### config.mk
export PLATFORM = sky130hd
export DESIGN_NAME = double_ended_queue_top
export DESIGN_NICKNAME = d
export VERILOG_FILES = /design/src/design/dq_pkg.sv /design/src/design/dq_ring.sv /design/src/design/double_ended_queue_top.sv
export SDC_FILE = /design/constraint.sdc
export NUM_CORES = 2
export LEC_CHECK = 0
export ABC_AREA = 1
export BUFFER_PORTS_ARGS = -buffer_cell sky130_fd_sc_hd__buf_2
export CORE_MARGIN = 3
export CORE_UTILIZATION = 57
export DETAILED_ROUTE_END_ITERATION = 8
export MAX_ROUTING_LAYER = met4
export PLACE_DENSITY = 0.73
export SETUP_SLACK_MARGIN = 0.02
export SKIP_LAST_GASP = 1
export SLEW_MARGIN = 20
export SYNTH_ARGS = -nofsm -noshare
export SYNTH_HDL_FRONTEND = slang
export SYNTH_SLANG_ARGS = --single-unit
### constraint.sdc
create_clock -name i_clk -period 6.9 [get_ports i_clk]
set_clock_uncertainty 0.15 [all_clocks]
set_input_delay 1.38 -clock i_clk [delete_from_list [all_inputs] [get_ports i_clk]]
set_output_delay 1.38 -clock i_clk [all_outputs]
set_load 0.005 [all_outputs]
### src/design/dq_pkg.sv
// dq_pkg: shared widths, request and status codes, and item types for the
// double-ended queue. No dependencies; used by every design file.
`default_nettype none

package dq_pkg;

    // Ring capacity (2..64) and the widths that follow from it
    localparam int DEPTH = 64;
    localparam int PTR_W = $clog2(DEPTH);
    localparam int CNT_W = $clog2(DEPTH + 1);

    // Request codes
    localparam logic [2:0] REQ_PUSH_FRONT = 3'd0;
    localparam logic [2:0] REQ_PUSH_BACK  = 3'd1;
    localparam logic [2:0] REQ_POP_FRONT  = 3'd2;
    localparam logic [2:0] REQ_POP_BACK   = 3'd3;
    localparam logic [2:0] REQ_WALK       = 3'd4;

    // Result status codes
    localparam logic [1:0] ST_OK         = 2'd0;
    localparam logic [1:0] ST_UNDERFLOW  = 2'd1;
    localparam logic [1:0] ST_OVERFLOW   = 2'd2;
    localparam logic [1:0] ST_EMPTY_WALK = 2'd3;

    // Input item
    typedef struct packed {
        logic [2:0]         req_type;
        logic signed [31:0] push_value;
    } t_req;

    // Result item
    typedef struct packed {
        logic [1:0]         status;
        logic signed [31:0] item_value;
        logic               last_of_run;
    } t_result;

endpackage

`default_nettype wire

### src/design/dq_ring.sv
// dq_ring: item storage for the queue, one write port and one registered
// read port. Depends on dq_pkg for depth and pointer width.
`default_nettype none

module dq_ring (
    input  wire logic                     i_clk,
    input  wire logic                     i_we,
    input  wire logic [dq_pkg::PTR_W-1:0] i_waddr,
    input  wire logic signed [31:0]       i_wdata,
    input  wire logic [dq_pkg::PTR_W-1:0] i_raddr,
    output logic signed [31:0]            o_rdata
);

    logic signed [31:0] r_mem [dq_pkg::DEPTH];

    // Write port
    always_ff @(posedge i_clk) begin
        if (i_we) begin
            r_mem[i_waddr] <= i_wdata;
        end
    end

    // Registered read port
    always_ff @(posedge i_clk) begin
        o_rdata <= r_mem[i_raddr];
    end

endmodule

`default_nettype wire

### src/design/double_ended_queue_top.sv
// double_ended_queue_top: bounded deque in a ring buffer with a small
// sequencer around one shared ring-position adder. Depends on dq_pkg, dq_ring.
`default_nettype none

// Usage
//   Requests: drive i_req and raise start; the item is taken at a clock edge
//   where start is high and busy is low. Codes: push front/back, pop
//   front/back, walk. Unknown codes are taken and give no result.
//   Results: o_result_valid is high for exactly one cycle per result, in the
//   cycle after the item is taken (or after each storage read of a walk).
//   The receiver cannot stall; every result must be taken when shown.
//   Throughput: push and pop never raise busy and can run back to back.
//   A walk of N stored items reads the ring once per cycle and holds busy
//   high for its reads after the first; an empty-queue walk gives one result.
//   The storage read port (one read per cycle) sets the walk rate.
//   Full push reports overflow, empty pop reports underflow; neither changes
//   the queue. Walk marks its last result with last_of_run.
//   Reset (synchronous, active low) empties the queue and sets the head to
//   zero; storage contents are not cleared and need no clearing pass.
module double_ended_queue_top (
    input  wire logic            i_clk,
    input  wire logic            i_rst_n,
    input  wire logic            start,
    input  wire dq_pkg::t_req    i_req,
    output logic                 busy,
    output logic                 o_result_valid,
    output dq_pkg::t_result      o_result
);

    localparam logic S_IDLE = 1'b0;
    localparam logic S_WALK = 1'b1;

    // Ring position: (base + offset) mod DEPTH with one compare and subtract
    function automatic logic [dq_pkg::PTR_W-1:0] ring_add(
        input logic [dq_pkg::PTR_W-1:0] base,
        input logic [dq_pkg::CNT_W-1:0] off
    );
        logic [dq_pkg::CNT_W:0] sum;
        sum = {{(dq_pkg::CNT_W + 1 - dq_pkg::PTR_W){1'b0}}, base} + {1'b0, off};
        if (sum >= (dq_pkg::CNT_W + 1)'(dq_pkg::DEPTH)) begin
            sum = sum - (dq_pkg::CNT_W + 1)'(dq_pkg::DEPTH);
        end
        return sum[dq_pkg::PTR_W-1:0];
    endfunction

    logic                       r_state, n_state;
    logic [dq_pkg::PTR_W-1:0]   r_head, n_head;
    logic [dq_pkg::CNT_W-1:0]   r_count, n_count;
    logic [dq_pkg::CNT_W-1:0]   r_walk_idx, n_walk_idx;

    logic                       r_out_valid, n_out_valid;
    logic [1:0]                 r_out_status, n_out_status;
    logic signed [31:0]         r_out_value, n_out_value;
    logic                       r_out_last, n_out_last;
    logic                       r_out_from_ram, n_out_from_ram;

    logic                       accept;
    logic                       full;
    logic                       empty;
    logic [dq_pkg::CNT_W-1:0]   offset;
    logic [dq_pkg::PTR_W-1:0]   pos;
    logic                       we;
    logic [dq_pkg::PTR_W-1:0]   waddr;
    logic [dq_pkg::PTR_W-1:0]   raddr;
    logic signed [31:0]         rdata;

    assign busy   = (r_state == S_WALK);
    assign accept = start && !busy;
    assign full   = (r_count == dq_pkg::CNT_W'(dq_pkg::DEPTH));
    assign empty  = (r_count == '0);

    // Offset into the ring for the shared position adder
    always_comb begin
        offset = '0;
        if (r_state == S_WALK) begin
            offset = r_walk_idx;
        end else begin
            case (i_req.req_type)
                dq_pkg::REQ_PUSH_BACK: offset = r_count;
                dq_pkg::REQ_POP_FRONT: offset = dq_pkg::CNT_W'(1);
                dq_pkg::REQ_POP_BACK:  offset = r_count - dq_pkg::CNT_W'(1);
                default:               offset = '0;
            endcase
        end
    end

    assign pos = ring_add(r_head, offset);

    // Sequencer: request decode and walk stepping
    always_comb begin
        n_state        = r_state;
        n_head         = r_head;
        n_count        = r_count;
        n_walk_idx     = r_walk_idx;
        n_out_valid    = 1'b0;
        n_out_status   = dq_pkg::ST_OK;
        n_out_value    = i_req.push_value;
        n_out_last     = 1'b1;
        n_out_from_ram = 1'b0;
        we             = 1'b0;
        waddr          = pos;
        raddr          = pos;

        case (r_state)
            S_IDLE: begin
                if (accept) begin
                    case (i_req.req_type)
                        dq_pkg::REQ_PUSH_FRONT: begin
                            n_out_valid = 1'b1;
                            if (full) begin
                                n_out_status = dq_pkg::ST_OVERFLOW;
                            end else begin
                                n_head  = (r_head == '0) ?
                                          dq_pkg::PTR_W'(dq_pkg::DEPTH - 1) :
                                          r_head - dq_pkg::PTR_W'(1);
                                waddr   = n_head;
                                we      = 1'b1;
                                n_count = r_count + dq_pkg::CNT_W'(1);
                            end
                        end
                        dq_pkg::REQ_PUSH_BACK: begin
                            n_out_valid = 1'b1;
                            if (full) begin
                                n_out_status = dq_pkg::ST_OVERFLOW;
                            end else begin
                                we      = 1'b1;
                                n_count = r_count + dq_pkg::CNT_W'(1);
                            end
                        end
                        dq_pkg::REQ_POP_FRONT: begin
                            n_out_valid = 1'b1;
                            if (empty) begin
                                n_out_status = dq_pkg::ST_UNDERFLOW;
                                n_out_value  = '0;
                            end else begin
                                raddr          = r_head;
                                n_head         = pos;
                                n_count        = r_count - dq_pkg::CNT_W'(1);
                                n_out_from_ram = 1'b1;
                            end
                        end
                        dq_pkg::REQ_POP_BACK: begin
                            n_out_valid = 1'b1;
                            if (empty) begin
                                n_out_status = dq_pkg::ST_UNDERFLOW;
                                n_out_value  = '0;
                            end else begin
                                n_count        = r_count - dq_pkg::CNT_W'(1);
                                n_out_from_ram = 1'b1;
                            end
                        end
                        dq_pkg::REQ_WALK: begin
                            n_out_valid = 1'b1;
                            if (empty) begin
                                n_out_status = dq_pkg::ST_EMPTY_WALK;
                                n_out_value  = '0;
                            end else begin
                                n_out_from_ram = 1'b1;
                                n_out_last     = (r_count == dq_pkg::CNT_W'(1));
                                n_walk_idx     = dq_pkg::CNT_W'(1);
                                if (r_count != dq_pkg::CNT_W'(1)) begin
                                    n_state = S_WALK;
                                end
                            end
                        end
                        default: begin
                            n_out_valid = 1'b0;
                        end
                    endcase
                end
            end
            S_WALK: begin
                // one ring read per cycle, front to back
                n_out_valid    = 1'b1;
                n_out_from_ram = 1'b1;
                n_out_last     = (r_walk_idx == r_count - dq_pkg::CNT_W'(1));
                n_walk_idx     = r_walk_idx + dq_pkg::CNT_W'(1);
                if (n_out_last) begin
                    n_state = S_IDLE;
                end
            end
            default: begin
                n_state = S_IDLE;
            end
        endcase
    end

    // Control state
    always_ff @(posedge i_clk) begin
        if (!i_rst_n) begin
            r_state     <= S_IDLE;
            r_head      <= '0;
            r_count     <= '0;
            r_walk_idx  <= '0;
            r_out_valid <= 1'b0;
        end else begin
            r_state     <= n_state;
            r_head      <= n_head;
            r_count     <= n_count;
            r_walk_idx  <= n_walk_idx;
            r_out_valid <= n_out_valid;
        end
    end

    // Result payload
    always_ff @(posedge i_clk) begin
        r_out_status   <= n_out_status;
        r_out_value    <= n_out_value;
        r_out_last     <= n_out_last;
        r_out_from_ram <= n_out_from_ram;
    end

    dq_ring u_ring (
        .i_clk   (i_clk),
        .i_we    (we),
        .i_waddr (waddr),
        .i_wdata (i_req.push_value),
        .i_raddr (raddr),
        .o_rdata (rdata)
    );

    // Result ports
    assign o_result_valid         = r_out_valid;
    assign o_result.status        = r_out_status;
    assign o_result.item_value    = r_out_from_ram ? rdata : r_out_value;
    assign o_result.last_of_run   = r_out_last;

endmodule

`default_nettype wire

# ---- Yosys cells after proc, flatten, opt, wreduce, memory -nomap -nowiden
# Memory sizes are Yosys's and may differ from the RTL's. A register that Yosys moved wholly into a read port is not among the register bits.
# Cells that the tools add are included.
dict set report op_classes {
  n_mux 54
  n_eq_ne 15
  n_lt_le_gt_ge 1
  n_addsub 6
  bitwise_logic 2
  reduce_logical 15
}
# cell n
set ops {}
lappend ops {{$mux W32} 5}
lappend ops {{$mux W6} 12}
lappend ops {{$mux W7} 6}
lappend ops {{$pmux W7 S2} 2}
lappend ops {{$pmux W7 S3} 1}
lappend ops {{$mux W1} 20}
lappend ops {{$add A7 B1 Y7 const B} 2}
lappend ops {{$ne A2 B2 Y1 const B} 6}
lappend ops {{$pmux W6 S2} 1}
lappend ops {{$sub A6 B1 Y6 const B} 2}
lappend ops {{$reduce_and A5 Y1} 2}
lappend ops {{$add A6 B7 Y8} 1}
lappend ops {{$ge A8 B7 Y1 const B} 1}
lappend ops {{$pmux W1 S2} 4}
lappend ops {{$eq A7 B1 Y1 const B} 1}
lappend ops {{$eq A7 B7 Y1} 1}
lappend ops {{$eq A7 B7 Y1 const B} 1}
lappend ops {{$logic_not A7 Y1} 1}
lappend ops {{$ne A7 B1 Y1 const B} 1}
lappend ops {{$sub A7 B1 Y7 const B} 1}
lappend ops {{$eq A3 B2 Y1 const B} 2}
lappend ops {{$logic_not A6 Y1} 1}
lappend ops {{$pmux W2 S3} 1}
lappend ops {{$reduce_or A2 Y1} 3}
lappend ops {{12 further kinds} 15}
dict set report word_totals {
  mem_bits_rw 2048
  wordCells 103
  register_bits 58
  mem_count 1
}
# memory words width rd rd_ports_with_merged_regs wr line_no
set memory_table {}
lappend memory_table {u_ring.r_mem 64 32 1 1 1 dq_ring.sv:14} ;# logic signed [31:0] r_mem [dq_pkg::DEPTH];

# ---- Logic depth before layout (Yosys ltp)
dict set report depth {
  word_depth 10
  depth_mapped 21
  ltp_nobuf 20
}

# ---- By module
# Synthesis repeated with hierarchy kept, for this count alone.
dict set report unflattened {
  hier_cells 7249
  hier_area_um2 86327.8
}
# mod instances area_each_um2 cells_each
set modules_own_cells {}
lappend modules_own_cells {dq_ring 1 82738.1 6769}
lappend modules_own_cells {double_ended_queue_top 1 3589.7 480}

# ---- Worst setup path before layout
# No wires, ideal clock.
dict set report synth_timing {
  kind {input to register}
  from {input port i_req[33] (netlist name)}
  to {memory u_ring.r_mem[10][0], enable pin}
  setup_slack_ns 1.182
  arrival_ns 5.147
  stages 14
  path_buffers 1
  required_ns 6.329
  path_cell_list {inv_1 nor2_2 clkbuf_1 o21ai_0 a31oi_1 ha_1 inv_1 fa_1 o21ai_0 xnor2_1 nand2_1 o21ai_1 nand4_1 nor2_1}
}
dict set report synth_between {
  elab_chain_len 10
  word_cells_on_any_way 20
  cone_classes {add/sub (2); order compare (1); eq/ne (3); mux (12); reduce/logical (2)}
}
# item line_no
set synth_rtl {}
lappend synth_rtl {{start, declared} double_ended_queue_top.sv:24} ;# input wire dq_pkg::t_req i_req,
lappend synth_rtl {{$eq A3 B2 Y1 or $eq A3 B1 Y1 (tied branches)} {double_ended_queue_top.sv:78, double_ended_queue_top.sv:107}}
lappend synth_rtl {{$pmux W7 S3} double_ended_queue_top.sv:78} ;# case (i_req.req_type)
lappend synth_rtl {{$mux W7} double_ended_queue_top.sv:75} ;# if (r_state == S_WALK) begin
lappend synth_rtl {{$add A6 B7 Y8} double_ended_queue_top.sv:39} ;# sum = {{(dq_pkg::CNT_W + 1 - dq_pkg::PTR_W){1'b0}}, base} + {1'b0, off};
lappend synth_rtl {{$ge A8 B7 Y1 or $sub A6 B1 Y6 (tied branches)} {double_ended_queue_top.sv:40, double_ended_queue_top.sv:41}}
lappend synth_rtl {{$mux W6} double_ended_queue_top.sv:40} ;# if (sum >= (dq_pkg::CNT_W + 1)'(dq_pkg::DEPTH)) begin
lappend synth_rtl {{$mux W6} double_ended_queue_top.sv:110} ;# if (full) begin
lappend synth_rtl {{$mux W6} double_ended_queue_top.sv:107} ;# case (i_req.req_type)
lappend synth_rtl {{$mux W6} double_ended_queue_top.sv:106} ;# if (accept) begin
lappend synth_rtl {{$mux W6} double_ended_queue_top.sv:104} ;# case (r_state)
lappend synth_rtl {{end, declared} dq_ring.sv:14}
# Parallel ways exist; a longest one is shown, timed or not.

# ---- Worst setup path in the final report
dict set report layout_timing {
  from {input port i_req[33] (netlist name)}
  to {memory u_ring.r_mem[55][17], enable pin}
}
# Same word-level chain as after synthesis.

==> impl_metrics.toml <==
[setup_path]
cp_cell_sequence = "buf_2 > inv_1 > nor2_2 > buf_4 > o21ai_0 > a31oi_1 > ha_1 > inv_1 > fa_1 > xnor2_1 > nand2_1 > o21ai_0 > inv_1 > nor2_1 > nand2_1 > nor2_4 > buf_4"
cp-start-kind = "input port"
slowest_stage = "nor2_4"
cpPeakStageDelay_ns = 0.75
critPathKind = "input port to flop"
cpMostUsedCell = "inv_1"
cp.required_ns = 7.29
cp_data_arrival_time_ns = 5.57
crit_fanout = 17
end_kind = "flop"

[logic_synthesis]
synth.most_common_cell = "nand3_1"
synthTopCellsByCount = "nand3_1 (2172), nand2_1 (2064), edfxtp_1 (2048), inv_1 (1996), buf_2 (300)"
synth_compound_area_share_pct = 0.5302
synth_xor_area_share_pct = 0.1309
seq_area_frac_synth_pct = 67.56
postSynthCellCount = 9159
syn_area_um2 = 93690
syn_nets = 9210
muxShareOfSynthArea_pct = 0.3846
synthAdderAreaFrac_pct = 0.1816
ys_top_cells_by_area = "edfxtp_1 (66%), nand3_1 (12%), nand2_1 (8.3%), inv_1 (8.0%), dfxtp_1 (1.9%)"
syn_avg_cell_area_um2 = 10.23
synth_top_family_by_area = "simple AND/OR/NAND/NOR gates"
synth_top_area_share_pct = 65.64
yosys.area_share.simple_pct = 20.64
synth_edf_count = 2048
synth_largest_area_cell = "edfxtp_1"
synth_cell_types = 42
synth_ff_type = "edfxtp_1"
synth_warnings = 0
synth-seq-cells = 2138
async_reset_ff_share_pct = 0

[routing]
met3_length_um = 31890
vias_per_cell = 5.739
wl_um = 264800
highest_layer = "met4"
drc = 0
vias = 66110
met1_length_um = 98770
met2WireLength_um = 121900
ant_nets = 0
wire_per_inst_um = 22.99
firstDrtPassIters = 7
drt-initial-drc-count = 10018

[clock_tree]
insertion_delay_ns = 0.84
cts.sinks = 2138
cts.clk_slew.worst_paths_ns = 0.06
cts_max_level = 4
hold_buffers = 0
cts_tree = "yes"
cts_resized = 0
root_buffer = "clkbuf_16"
clockBufferDepth = 3
cts_buffers = 211
postCtsSetupBuffers = 0

[placed_design]
placed_cell_area_um2 = 97170
gp_congestion = 0.8890
portBuffers = 74
dp_slack_ns = 0.9133
hpwl_um = 140300

[floorplanning]
core-area_um2 = 163000
num_rows = 148
ios = 75
die_w_um = 411.4
fp.dieH_um = 411.4
design.die.area_um2 = 169300
initial_core_util_pct = 57.50

[final_layout]
drive_gt1_share_pct = 7.570
final_area_um2 = 104000
area_delta_synth_final_pct = 11.04
nets = 9209

[timing]
rsz0062_at_grt = "no"
tightest_slew_ns = 1.164
finalCritPeriodShare_pct = 75.12
fin_ws_ns = 1.717
setup_viol = 0
whs_ns = 0.3673
maxSlewHeadroom_pct = 22.41
hold_violations = 0
period_needed_ns = 5.183
slew_violations = 0
fin_tns_setup_ns = 0
fmax_mhz = 192.9

[run]
drv_cap = 0

[global_routing]
grt_pass1_vias = 63749
grt_pass1_wl_um = 393300
grt_max_degree = 132
track_usage_pct = 32.05
antenna_found_initial = 10
overflow = 0

[power_and_ir_drop]
p_per_area_nw_per_um2 = 290.1
leakage_nw = 44.20
ir_drop_uv = 316.6
p_total_mw = 30.18

[min_path]
hold_path_class = "flop to flop"

[status]
outcome = "completed"
-- power by group --
part	internal [mW]	switching [mW]
clock	6.46	4.96
sequential	14.4	0.0980
combinational	1.16	3.15
-- registers in the layout, summed over array words and instances (netlist names), 2 cells and up --
signal          cells
u_ring.r_mem     2048
r_out_value        32
u_ring.o_rdata     32
r_count             7
r_walk_idx          7
r_head              6
r_out_status        2
-- routing by layer --
| metal | vias to the layer above | GRT usage, % |
|---|---|---|
| met1 | 31364 | 41.89 |
| met5 | - | - |
| met3 | 756 | 6.515 |
| li1 | 29708 | - |
| met2 | 4282 | 49.01 |
| met4 | 0 | 14.00 |
-- cell usage in the layout, fill, tap and decap left out, types with 43 or more instances in the layout --
cell type / instances
inv_1: 1995
nand2_1: 2061
clkinv_1: 51
clkbuf_16: 213
nor2_4: 66
clkinv_2: 43
nor2_1: 59
buf_12: 55
dfxtp_1: 89
nand3_1: 2170
buf_2: 74
buf_4: 138
edfxtp_1: 2048
-- worst max-delay path: cells and delay by family --
kind	cells	cell delay [ns]
xor gates and xnor gates	1	0.34
buffers and inverters	6	0.94
AOI/OAI and AO/OA	3	0.57
adders and majority gates	2	0.65
and+or+nand+nor	5	1.66
-- metrics by stage --
stage | instances | utilization [%]
global route | 11520 | 63.84
finish | 11520 | 63.84
detailed placement | 11120 | 59.63
CTS | 11515 | 63.83
floorplan | 9159 | -
global placement | 11119 | 59.62
-- cells by family after synthesis --
group                    Yosys count
AND/OR/NAND/NOR                 4389
buffers and inverters           2487
flip-flops                      2138
AO/OA/AOI/OAI                     86
multiplexers                      32
XOR/XNOR                          14
adder cells (fa/ha/maj)           13
-- final cells by class --
class                      count  area (µm²)
sequential                  2138       63300
fill                       12245       58920
multi-input combinational   4534       21080
inverter                    2005        7541
clock buffer                 268        5677
tap                         2175        2721
timing repair buffer         268        2535
clock inverter               127        1170
antenna                        5       12.51
-- final timing paths --
kind	from	end	slack (ns)	depth (start not counted)
max	i_req[33]	u_ring.r_mem[55][17]	1.72	17
min	r_count[5]	r_count[5]	0.37	2
max reg2reg	r_count[0]	u_ring.r_mem[59][2]	1.76	22
min reg2reg	r_count[5]	r_count[5]	0.37	2
Power figures use the tool's default switching activity.
